$ cat src/design/cvn_pkg.sv
// Package for complex_vector_normalize: sizes, widths and shared command/status types.
// No dependencies.
package cvn_pkg;
    localparam int MAX_LEN   = 64;
    localparam int IDX_W     = $clog2(MAX_LEN);
    localparam int CNT_W     = $clog2(MAX_LEN + 1);
    localparam int PART_W    = 16;
    localparam int SUM_W     = 31 + $clog2(MAX_LEN + 1);
    localparam int ROOT_W    = (SUM_W + 1) / 2;
    localparam int ROOT_STEPS = ROOT_W;
    localparam int Q_SHIFT   = 14;
    localparam int DIV_N_W   = PART_W + Q_SHIFT;
    localparam int DIV_STEPS = DIV_N_W;
    localparam int STEP_W    = $clog2(DIV_STEPS + 1);
    localparam logic [PART_W-1:0] Q_ONE = PART_W'(1 << Q_SHIFT);

    typedef struct packed {
        logic load;
        logic sum_clear;
        logic root_start;
        logic root_step;
        logic div_start_re;
        logic div_start_im;
        logic div_step;
        logic out_load;
    } t_cmd;

    typedef struct packed {
        logic sum_zero;
    } t_stat;
endpackage

$ cat src/design/cvn_if.sv
// Valid/ready channel interfaces for complex_vector_normalize.
// Depends on cvn_pkg.
interface cvn_in_if import cvn_pkg::*; ();
    logic valid;
    logic ready;
    logic signed [PART_W-1:0] elem_real;
    logic signed [PART_W-1:0] elem_imag;
    logic last_element;
    modport source (output valid, elem_real, elem_imag, last_element, input ready);
    modport sink (input valid, elem_real, elem_imag, last_element, output ready);
endinterface

interface cvn_out_if import cvn_pkg::*; ();
    logic valid;
    logic ready;
    logic signed [PART_W-1:0] norm_real;
    logic signed [PART_W-1:0] norm_imag;
    logic last_out;
    logic error_flag;
    modport source (output valid, norm_real, norm_imag, last_out, error_flag, input ready);
    modport sink (input valid, norm_real, norm_imag, last_out, error_flag, output ready);
endinterface

$ cat src/design/complex_vector_normalize.sv
// Top level of complex_vector_normalize: controller, datapath and assertions.
// Depends on cvn_pkg, cvn_if, cvn_ctrl and cvn_datapath.
//
// Input channel: one complex element per transaction, last_element closes the vector.
// Up to MAX_LEN elements are kept, further ones are dropped and mark every
// result of the vector with error_flag. After the last element the sum
// settles in S_SUM, then the bit-serial square root runs in S_ROOT.
// Each result is then read from memory into a register in S_RD and divided
// by the shared restoring divider that takes one quotient bit per cycle,
// real part in S_DRE then imaginary part in S_DIM, before it is presented
// in S_OUT; a further result is started only once this one's output
// transaction completes.
// Results stay in the output register while the receiver stalls; nothing
// advances until the transaction completes. Input is not taken while a vector
// is being emitted.
// A zero vector yields zero parts with error_flag set.
// Reset returns the controller to loading with empty count, sum and flags; the
// element memory is not cleared.
module complex_vector_normalize import cvn_pkg::*; (
    input  logic i_clk,
    input  logic i_rst_n,
    cvn_in_if.sink    i_in,
    cvn_out_if.source o_out
);
    t_cmd w_cmd;
    t_stat w_stat;
    logic [IDX_W-1:0] w_wr_idx, w_rd_idx;

    cvn_ctrl u_ctrl (
        .i_clk(i_clk), .i_rst_n(i_rst_n),
        .i_in_valid(i_in.valid), .i_in_last(i_in.last_element),
        .i_out_ready(o_out.ready), .i_stat(w_stat),
        .o_in_ready(i_in.ready), .o_out_valid(o_out.valid),
        .o_last_out(o_out.last_out), .o_error_flag(o_out.error_flag),
        .o_cmd(w_cmd), .o_wr_idx(w_wr_idx), .o_rd_idx(w_rd_idx)
    );

    cvn_datapath u_dp (
        .i_clk(i_clk), .i_cmd(w_cmd),
        .i_re(i_in.elem_real), .i_im(i_in.elem_imag),
        .i_wr_idx(w_wr_idx), .i_rd_idx(w_rd_idx), .o_stat(w_stat),
        .o_norm_real(o_out.norm_real), .o_norm_imag(o_out.norm_imag)
    );

    a_no_in_while_out: assert property (@(posedge i_clk) disable iff (!i_rst_n)
        o_out.valid |-> !i_in.ready) else $error("input open during emit");
    a_hold_on_stall: assert property (@(posedge i_clk) disable iff (!i_rst_n)
        o_out.valid && !o_out.ready |=> o_out.valid && $stable(o_out.norm_real))
        else $error("result lost on stall");
    a_last_reopens: assert property (@(posedge i_clk) disable iff (!i_rst_n)
        o_out.valid && o_out.ready && o_out.last_out |=> i_in.ready)
        else $error("input not reopened after vector");
endmodule

$ cat src/design/cvn_datapath.sv
// Datapath: element memory, square sum, bit-serial square root and divider.
// Depends on cvn_pkg.
module cvn_datapath import cvn_pkg::*; (
    input  logic i_clk,
    input  t_cmd i_cmd,
    input  logic signed [PART_W-1:0] i_re,
    input  logic signed [PART_W-1:0] i_im,
    input  logic [IDX_W-1:0] i_wr_idx,
    input  logic [IDX_W-1:0] i_rd_idx,
    output t_stat o_stat,
    output logic signed [PART_W-1:0] o_norm_real,
    output logic signed [PART_W-1:0] o_norm_imag
);
    logic [2*PART_W-1:0] r_mem [MAX_LEN];
    logic [2*PART_W-1:0] r_rd;
    logic [SUM_W-1:0] r_sum;
    logic [2*PART_W-1:0] r_sq_re, r_sq_im;
    logic r_sq_valid;
    logic [SUM_W+1:0] r_rem;
    logic [ROOT_W-1:0] r_root;
    logic [2*ROOT_W-1:0] r_rad;
    logic [DIV_N_W-1:0] r_num;
    logic [ROOT_W:0] r_drem;
    logic r_neg;
    logic signed [PART_W-1:0] r_q_re;

    logic [ROOT_W:0] n_drem;
    logic [ROOT_W+1:0] n_dsub;
    logic [PART_W-1:0] w_part;
    logic [PART_W-1:0] w_abs;
    logic [PART_W-1:0] w_q;
    logic signed [PART_W-1:0] w_res;

    always_ff @(posedge i_clk) begin
        if (i_cmd.load) begin
            r_mem[i_wr_idx] <= {i_im, i_re};
        end
        r_rd <= r_mem[i_rd_idx];
    end

    always_ff @(posedge i_clk) begin
        r_sq_valid <= i_cmd.load;
        r_sq_re <= (2*PART_W)'(i_re * i_re);
        r_sq_im <= (2*PART_W)'(i_im * i_im);
        if (i_cmd.sum_clear) begin
            r_sum <= '0;
        end else if (r_sq_valid) begin
            r_sum <= r_sum + SUM_W'(r_sq_re) + SUM_W'(r_sq_im);
        end
    end

    assign o_stat.sum_zero = (r_sum == '0);

    // restoring square root, one result bit per step
    always_ff @(posedge i_clk) begin
        logic [2*ROOT_W+1:0] acc;
        logic [2*ROOT_W+1:0] t;
        if (i_cmd.root_start) begin
            r_rem  <= (SUM_W+2)'(r_sum) << (2*ROOT_W + 2 - SUM_W);
            r_rad  <= '0;
            r_root <= '0;
        end else if (i_cmd.root_step) begin
            acc = {r_rad, r_rem[SUM_W+1 -: 2]};
            t   = {r_root, 2'b01};
            if (acc >= t) begin
                r_rad  <= (2*ROOT_W)'(acc - t);
                r_root <= {r_root[ROOT_W-2:0], 1'b1};
            end else begin
                r_rad  <= (2*ROOT_W)'(acc);
                r_root <= {r_root[ROOT_W-2:0], 1'b0};
            end
            r_rem <= r_rem << 2;
        end
    end

    assign w_part = i_cmd.div_start_re ? r_rd[PART_W-1:0] : r_rd[2*PART_W-1:PART_W];
    assign w_abs  = w_part[PART_W-1] ? PART_W'(-w_part) : w_part;
    assign n_dsub = {r_drem, r_num[DIV_N_W-1]} - (ROOT_W+2)'(r_root);
    assign n_drem = n_dsub[ROOT_W+1] ? (ROOT_W+1)'({r_drem, r_num[DIV_N_W-1]})
                                     : (ROOT_W+1)'(n_dsub);
    assign w_q   = (r_num > DIV_N_W'(Q_ONE)) ? Q_ONE : PART_W'(r_num);
    assign w_res = (r_root == '0) ? '0 : (r_neg ? PART_W'(-w_q) : w_q);

    always_ff @(posedge i_clk) begin
        if (i_cmd.div_start_re || i_cmd.div_start_im) begin
            r_num  <= DIV_N_W'(w_abs) << Q_SHIFT;
            r_neg  <= w_part[PART_W-1];
            r_drem <= '0;
        end else if (i_cmd.div_step) begin
            r_drem <= n_drem;
            r_num  <= {r_num[DIV_N_W-2:0], ~n_dsub[ROOT_W+1]};
        end
        if (i_cmd.div_start_im) begin
            r_q_re <= w_res;
        end
        if (i_cmd.out_load) begin
            o_norm_real <= r_q_re;
            o_norm_imag <= w_res;
        end
    end
endmodule

$ cat src/design/cvn_ctrl.sv
// Controller: load, root and emit sequencing with the output handshake.
// Depends on cvn_pkg.
module cvn_ctrl import cvn_pkg::*; (
    input  logic i_clk,
    input  logic i_rst_n,
    input  logic i_in_valid,
    input  logic i_in_last,
    input  logic i_out_ready,
    input  t_stat i_stat,
    output logic o_in_ready,
    output logic o_out_valid,
    output logic o_last_out,
    output logic o_error_flag,
    output t_cmd o_cmd,
    output logic [IDX_W-1:0] o_wr_idx,
    output logic [IDX_W-1:0] o_rd_idx
);
    typedef enum logic [2:0] {S_LOAD, S_SUM, S_ROOT, S_RD, S_DRE, S_DIM, S_OUT} t_state;
    t_state r_state;
    logic [CNT_W-1:0] r_count, r_idx;
    logic [STEP_W-1:0] r_step;
    logic r_over;
    logic w_acc;

    assign o_in_ready = (r_state == S_LOAD);
    assign w_acc = i_in_valid && o_in_ready;
    assign o_wr_idx = r_count[IDX_W-1:0];
    assign o_rd_idx = r_idx[IDX_W-1:0];

    always_comb begin
        o_cmd = '0;
        o_cmd.load = w_acc && (r_count < CNT_W'(MAX_LEN));
        o_cmd.sum_clear = !i_rst_n
                       || ((r_state == S_OUT) && o_out_valid && i_out_ready && o_last_out);
        o_cmd.root_start = (r_state == S_SUM);
        o_cmd.root_step = (r_state == S_ROOT);
        o_cmd.div_start_re = (r_state == S_RD) && (r_step == STEP_W'(1));
        o_cmd.div_step = (r_state == S_DRE) || (r_state == S_DIM);
        o_cmd.div_start_im = (r_state == S_DRE) && (r_step == STEP_W'(DIV_STEPS));
        o_cmd.out_load = (r_state == S_DIM) && (r_step == STEP_W'(DIV_STEPS));
        if (o_cmd.div_start_im) o_cmd.div_step = 1'b0;
        if (o_cmd.out_load) o_cmd.div_step = 1'b0;
    end

    always_ff @(posedge i_clk) begin
        if (!i_rst_n) begin
            r_state <= S_LOAD;
            r_count <= '0;
            r_idx <= '0;
            r_step <= '0;
            r_over <= 1'b0;
            o_out_valid <= 1'b0;
            o_last_out <= 1'b0;
            o_error_flag <= 1'b0;
        end else begin
            unique case (r_state)
                S_LOAD: begin
                    if (w_acc) begin
                        if (o_cmd.load) r_count <= r_count + 1'b1;
                        else r_over <= 1'b1;
                        if (i_in_last) begin
                            r_state <= S_SUM;
                            r_step <= '0;
                        end
                    end
                end
                S_SUM: begin
                    r_step <= r_step + 1'b1;
                    if (r_step == STEP_W'(1)) begin
                        r_state <= S_ROOT;
                        r_step <= '0;
                    end
                end
                S_ROOT: begin
                    r_step <= r_step + 1'b1;
                    if (r_step == STEP_W'(ROOT_STEPS - 1)) begin
                        r_state <= S_RD;
                        r_step <= '0;
                        r_idx <= '0;
                    end
                end
                S_RD: begin
                    r_step <= r_step + 1'b1;
                    if (r_step == STEP_W'(1)) begin
                        r_state <= S_DRE;
                        r_step <= '0;
                    end
                end
                S_DRE: begin
                    r_step <= r_step + 1'b1;
                    if (r_step == STEP_W'(DIV_STEPS)) begin
                        r_state <= S_DIM;
                        r_step <= '0;
                    end
                end
                S_DIM: begin
                    r_step <= r_step + 1'b1;
                    if (r_step == STEP_W'(DIV_STEPS)) begin
                        r_state <= S_OUT;
                        o_out_valid <= 1'b1;
                        o_last_out <= (r_idx + 1'b1 == r_count);
                        o_error_flag <= r_over || i_stat.sum_zero;
                    end
                end
                S_OUT: begin
                    if (i_out_ready) begin
                        o_out_valid <= 1'b0;
                        r_step <= '0;
                        if (o_last_out) begin
                            r_state <= S_LOAD;
                            r_count <= '0;
                            r_over <= 1'b0;
                        end else begin
                            r_idx <= r_idx + 1'b1;
                            r_state <= S_RD;
                        end
                    end
                end
                default: r_state <= S_LOAD;
            endcase
        end
    end
endmodule
$ cat src/flat_wrapper.sv
// flat-port wrapper written by rule: the top's interface ports become plain ports
module complex_vector_normalize_flat import cvn_pkg::*;
  (i_clk, i_rst_n, i_in_valid, i_in_elem_real, i_in_elem_imag, i_in_last_element, i_in_ready, o_out_valid, o_out_norm_real, o_out_norm_imag, o_out_last_out, o_out_error_flag, o_out_ready);
  cvn_in_if i_in_i ();
  cvn_out_if o_out_i ();
  input  logic i_clk;
  input  logic i_rst_n;
  input wire logic [$bits(i_in_i.valid)-1:0] i_in_valid;
  input wire logic [$bits(i_in_i.elem_real)-1:0] i_in_elem_real;
  input wire logic [$bits(i_in_i.elem_imag)-1:0] i_in_elem_imag;
  input wire logic [$bits(i_in_i.last_element)-1:0] i_in_last_element;
  output wire logic [$bits(i_in_i.ready)-1:0] i_in_ready;
  output wire logic [$bits(o_out_i.valid)-1:0] o_out_valid;
  output wire logic [$bits(o_out_i.norm_real)-1:0] o_out_norm_real;
  output wire logic [$bits(o_out_i.norm_imag)-1:0] o_out_norm_imag;
  output wire logic [$bits(o_out_i.last_out)-1:0] o_out_last_out;
  output wire logic [$bits(o_out_i.error_flag)-1:0] o_out_error_flag;
  input wire logic [$bits(o_out_i.ready)-1:0] o_out_ready;
  assign i_in_i.valid = i_in_valid;
  assign i_in_i.elem_real = i_in_elem_real;
  assign i_in_i.elem_imag = i_in_elem_imag;
  assign i_in_i.last_element = i_in_last_element;
  assign i_in_ready = i_in_i.ready;
  assign o_out_valid = o_out_i.valid;
  assign o_out_norm_real = o_out_i.norm_real;
  assign o_out_norm_imag = o_out_i.norm_imag;
  assign o_out_last_out = o_out_i.last_out;
  assign o_out_error_flag = o_out_i.error_flag;
  assign o_out_i.ready = o_out_ready;
  complex_vector_normalize u_core (.i_clk(i_clk), .i_rst_n(i_rst_n), .i_in(i_in_i), .o_out(o_out_i));
endmodule
$ cat config.mk
export PLATFORM = sky130hd
export DESIGN_NAME = complex_vector_normalize_flat
export DESIGN_NICKNAME = d
export VERILOG_FILES = /design/src/design/cvn_pkg.sv /design/src/design/cvn_if.sv /design/src/design/complex_vector_normalize.sv /design/src/design/cvn_datapath.sv /design/src/design/cvn_ctrl.sv /design/src/flat_wrapper.sv
export SDC_FILE = /design/constraint.sdc
export NUM_CORES = 2
export LEC_CHECK = 0
export BUFFER_PORTS_ARGS = -buffer_cell sky130_fd_sc_hd__buf_2
export CELL_PAD_IN_SITES_DETAIL_PLACEMENT = 1
export CELL_PAD_IN_SITES_GLOBAL_PLACEMENT = 2
export CORE_ASPECT_RATIO = 0.6
export CORE_MARGIN = 10
export CORE_UTILIZATION = 44
export DETAILED_ROUTE_END_ITERATION = 7
export GPL_TIMING_DRIVEN = 0
export HOLD_SLACK_MARGIN = 0.1
export PLACE_DENSITY_LB_ADDON = 0.12
export SYNTH_ARGS = -nofsm -noshare
export SYNTH_HDL_FRONTEND = slang
export SYNTH_HIERARCHICAL = 1
export SYNTH_SLANG_ARGS = --single-unit
$ cat constraint.sdc
create_clock -name i_clk -period 6.9 [get_ports i_clk]
set_input_delay 0.69 -clock i_clk [delete_from_list [all_inputs] [get_ports i_clk]]
set_output_delay 0.69 -clock i_clk [all_outputs]
set_load 0.1 [all_outputs]
## After elaboration in Yosys (flattened, before gate mapping)

Memory sizes are Yosys's and may differ from the RTL's. A register that Yosys moved wholly into a read port is not among the register bits.
Cells that the tools add are included.

- Bitwise logic cells: 1
- Reduce and logical (&&, ||, !) cells: 30
- $mul: 2
- Equality and inequality tests: 22
- Add/sub/neg operators: 9
- Magnitude comparators: 3
- Mux-type cells: 50

Operators by type and width:

| operator | number |
|---|---|
| 2-to-1 mux 16 bit | 5 |
| 2-to-1 mux 40 bit | 2 |
| adder 38 x 32 -> 38 bit | 2 |
| multiplier 16 x 16 -> 32 bit | 2 |
| 2-to-1 mux 30 bit | 2 |
| 2-to-1 mux 7 bit | 7 |
| greater-or-equal comparator 40 x 21 -> 1 bit | 1 |
| zero test 38 bit | 1 |
| 2-to-1 mux 38 bit | 1 |
| subtractor 38 x 21 -> 38 bit | 1 |
| negator 16 bit | 2 |
| greater-than comparator 30 x 15 -> 1 bit (second input constant) | 1 |
| 2-to-1 mux 5 bit | 6 |
| case mux 5 bit (6 select lines) | 1 |
| case mux 7 bit (2 select lines) | 2 |
| 2-to-1 mux 3 bit | 8 |
| case mux 3 bit (7 select lines) | 1 |
| subtractor 21 x 19 -> 21 bit | 1 |
| 2-to-1 mux 20 bit | 1 |
| zero test 19 bit | 1 |
| adder 7 x 1 -> 7 bit (second input constant) | 2 |
| inequality test 2 x 1 -> 1 bit (second input constant) | 6 |
| inequality test 2 bit (second input constant) | 6 |
| 2-to-1 mux 1 bit | 11 |
| other kinds (23) | 44 |

- Input port bits: 37
- Register bits: 323
- Bits in writable memories: 2048
- Logic and storage cells: 140
- Memories: 1

Memory list:

| name | depth | width | rd ports | clocked after Yosys merged registers in | write ports | line | RTL |
|---|---|---|---|---|---|---|---|
| u_core.u_dp.r_mem | 64 | 32 | 1 | 1 | 1 | cvn_datapath.sv:14 | `logic [2*PART_W-1:0] r_mem [MAX_LEN];` |

## Logic depth before layout (Yosys ltp)

- Depth after elaboration: 6
- Gate-level depth with buffers: 24
- Gate-level depth less buffers: 23

## Cells and area by module

The synthesis kept the hierarchy.

Modules (own cells, without submodules):

| module | seq. area each (µm²) | cells each | area each (µm²) | instances |
|---|---|---|---|---|
| cvn_datapath | 69076.2 | 6653 | 112331.5 | 1 |
| cvn_ctrl | 520.5 | 211 | 1662.8 | 1 |

## Least setup slack after synthesis

Ideal clock, no wire load.

- Path kind: input -> register
- Start: in i_in_elem_imag[1]
- End: reg u_core.u_dp.r_sq_im[31]
- Path buffers: 2
- Cell stages on the path: 18
- Setup slack: 0.167 ns
- Data arrival time: 6.608 ns
- Library setup time: 0.125 ns
- Path through: clkbuf_1 clkbuf_1 and2_1 fa_1 fa_1 fa_1 fa_1 fa_1 inv_1 fa_1 inv_1 ha_1 a2111oi_0 a21oi_1 a2111oi_0 nor3b_1 o31ai_1 xnor2_1

- Cells in the longest elaborated chain, start to end: 1

RTL lines:

| item | line | RTL |
|---|---|---|
| start: declaration | flat_wrapper.sv:10 | `input wire logic [$bits(i_in_i.elem_imag)-1:0] i_in_elem_imag;` |
| multiplier 16 x 16 -> 32 bit | cvn_datapath.sv:44 | `r_sq_im <= (2*PART_W)'(i_im * i_im);` |
| end signal: assignment | cvn_datapath.sv:44 |  |
| end: declaration | cvn_datapath.sv:17 | `logic [2*PART_W-1:0] r_sq_re, r_sq_im;` |

Every way passes these cells.
A chain may end at the register's enable or synchronous reset.

## Final worst setup path

- Start: in i_in_elem_imag[2]
- End: reg u_core.u_dp.r_sq_im[31]

Same word-level chain as after synthesis.

==> run metrics <==
Hold Startpoint=i_in_elem_real[0]; TritonCTS buffer count=around 220; WL final=350 mm; total net switching power=21.0 mW; worst hold path class=input pin to flop; Finished Layout Cells=10900; vias in the first global route=66900; share of layout cells above drive strength 1=18.4%; Setup WS pre-CTS=-2.87 ns; first-pass GRT wire length=501 mm; GR Util met3=under 10%; RSZ-0062 raised after global routing=false; # rows=around 140; Netlist cell types=92; Worst Tran Pin Value=1.53 ns; Synth Instances=6864; f_max=150 MHz; yosys warns=6; CP Launch Type=input pin; largest net degree at the start of global routing=84; drt wl/cell=between 30 and 40 um; violated checks=capacitance limit, slew limit; FF-to-FF setup slack=1.43 ns; Reg power frac=31.6%; reg2reg path depth=9; Critical Path RT=7.66 ns; I/O pins=73; relative slew slack=-2.11%; I/O Buffers=72; met2 Usage GRT=about a third; Power Dens Cells=between 400 and 500 nW/um^2; DPL Wire Length=about 250 mm; Comb pwr share=45.6%; routability cong.=0.818; Post-synth EDFFs=2151; crit path max fanout=54; Die ar.=roughly 280000 um^2; Final nets=8047; Initial DRC Count=8142; syn_nets=around 7700; CTS Buffer Depth=4; H-tree Lvls=4; P_int=33.4 mW; FF+latch count, synth=2401; WHS Path Cells=1; Syn Area/Cell=approximately 17 um^2; Hold EP=u_core/u_dp/r_sq_re[0]; Top FF cell, synth=edfxtp_1; Clock Latency Late Sink=0.92 ns; Sw Share=a little under 40%; r2r endpoint=u_core/u_dp/r_rd[6]; CTS tree=done; asr flop ratio synth=0%; total negative setup slack=0 ns; Final Setup Violations=0; final hold violation count=0; maxcap violations=1; met1 Resource Use GR=40.1%; worst setup margin=roughly 0.25 ns; dominant cell by count in the synthesized netlist=edfxtp_1; clk sink count=between 2000 and 2500; crit path time final=about 6.7 ns; initial antenna violation count=50; synth cell count leaders=edfxtp_1 (2151), inv_1 (710), mux4_2 (665); drt via density=around 6; Final period util=96.4%; DRC Markers=0; clk slew on worst S/H paths=0.07 ns; Die Y=414 um; core region area=257000 um^2; sequential area share after synthesis=around three fifths; gr usage total=about a quarter; Routed Antenna Nets=0; share of the synthesized area in the top cell type=a little under three fifths; max-slew violation count=11; CTS root buf=clkbuf_16; global route overflow=0; dpl cells=around 10000; DR vias=65300; drt first pass iters=5; critical register-to-register path startpoint=u_core/u_ctrl/r_idx[0]; Leak=~44 nW; Worst Setup Path Type=input pin to flop; layer with the highest usage=met1; clk_skew=0.0703 ns; Die X=677 um; Yosys top cell by area=edfxtp_1; Starting Density=44.3%; clock power share=22.8%; WHS=0.142 ns; Synth area leaders=edfxtp_1 (57%), mux4_2 (13%), fa_1 (8.9%); Mapped Area=114000 um^2; Max IR drop VDD=0.648 mV; status=finished, violations left; CP Capture Type=flop; Worst EP arrival=7.41 ns; Area Overhead vs Synth=12.7%
final cells by class:
class                           instances  area [um^2]
Fill cell                           24100       129000
Sequential cell                      2401        69600
Multi-Input combinational cell       3449        41100
Clock buffer                          287         5980
Tap cell                             3431         4290
Inverter                              711         2680
Timing Repair Buffer                  174         2510
Buffer                                288         1210
Clock inverter                        112         1120
Antenna cell                           15         37.5
power groups by stage:
stage                     Sequential (mW)  Clock, mW  Combinational (mW)
after floorplan                      17.2          0                17.2
after global placement               17.5          0                23.9
after detailed placement             17.5          0                24.2
after CTS                            17.2       12.6                24.6
after global routing                 17.2       13.2                28.1
final                                17.2       12.4                24.8
cell families after synthesis:
group | synth area share [%]
fa+ha+maj | 11.7
mux | 14.2
flops | 61.1
buf+inv | 3.41
other cells | 0.00659
xor+xnor | 1.21
simple gates | 4.82
compound gates | 3.65
timing repair:
| item | CTS | global route |
|---|---|---|
| buffers inserted | 0 | 7 |
| setup endpoints to repair | 39 | 16 |
| hold buffers | 2 | 0 |
| resized for setup | 63 | 47 |
| hold endpoints to repair | 3 | 0 |
| pin swaps | 0 | 3 |
placed cells by master, fill, tap and decap left out, types with 127 or more instances in the layout:
cell	netlist	routed
edfxtp_1	2151	2151
inv_1	710	707
mux4_2	665	665
fa_1	505	503
nand2_1	291	291
nor2_1	346	281
ha_1	256	256
dfxtp_1	250	250
clkbuf_16	0	228
clkbuf_1	210	225
o21ai_0	144	141
a21oi_1	127	127
worst max path at each step:
stage                        from                       to  slack, ns  cells after the start
6_report        i_in_elem_imag[2]  u_core/u_dp/r_sq_im[31]       0.25                     24
5_1_grt         i_in_elem_imag[2]  u_core/u_dp/r_sq_im[31]       0.02                     19
4_1_cts        i_in_elem_imag[15]  u_core/u_dp/r_sq_im[31]       0.01                     19
3_5_place_dp    i_in_elem_real[5]  u_core/u_dp/r_sq_re[31]      -2.87                     22
3_3_place_gp    i_in_elem_real[5]  u_core/u_dp/r_sq_re[31]      -2.78                     22
2_1_floorplan   i_in_elem_imag[1]  u_core/u_dp/r_sq_im[31]       0.17                     18
through the flow:
stage                     cell area (um^2)  total power [mW]  utilization, %
after floorplan                     114000              34.4               -
after global placement              119000              41.4            46.1
after detailed placement            121000              41.7            47.0
after CTS                           128000              54.4            49.9
after global routing                128000              58.6            49.9
final                               129000              54.4            49.9
worst max-delay path: stages:
cell and delay, ns:
buf_4 0.18, buf_16 0.19, inv_1 0.37, nor2_1 0.17
fa_1 0.57, inv_1 0.07, fa_1 0.55, inv_1 0.06
fa_1 0.50, inv_1 0.06, fa_1 0.55, fa_1 0.43
fa_1 0.53, inv_1 0.07, ha_1 0.39, nand4_1 0.17
nor2_2 0.33, o211ai_1 0.15, buf_4 0.20, nand4_1 0.16
a2111oi_2 0.11, nor3b_1 0.41, o31ai_1 0.17, xnor2_1 0.16
flip-flops by register name, summed over array words and instances, names as in the netlist, 16 cells and up:
signal,count
u_core/u_dp/r_mem,2048
u_core/u_dp/r_rad,38
u_core/u_dp/r_rem,38
u_core/u_dp/r_sum,38
u_core/u_dp/r_rd,32
u_core/u_dp/r_sq_im,31
u_core/u_dp/r_sq_re,31
u_core/u_dp/r_num,30
u_core/u_dp/r_drem,20
u_core/u_dp/r_root,19
u_core/u_dp/o_norm_imag,16
u_core/u_dp/o_norm_real,16
u_core/u_dp/r_q_re,16
layer usage:
metal | up-vias | part of all wire (%)
met1 | 35300 | 48
met4 | 34 | 1.6
li1 | 26700 | -
met2 | 2981 | 39
met3 | 382 | 12
met5 | - | 0.066
Note: power is estimated with default switching activity, not from simulation.
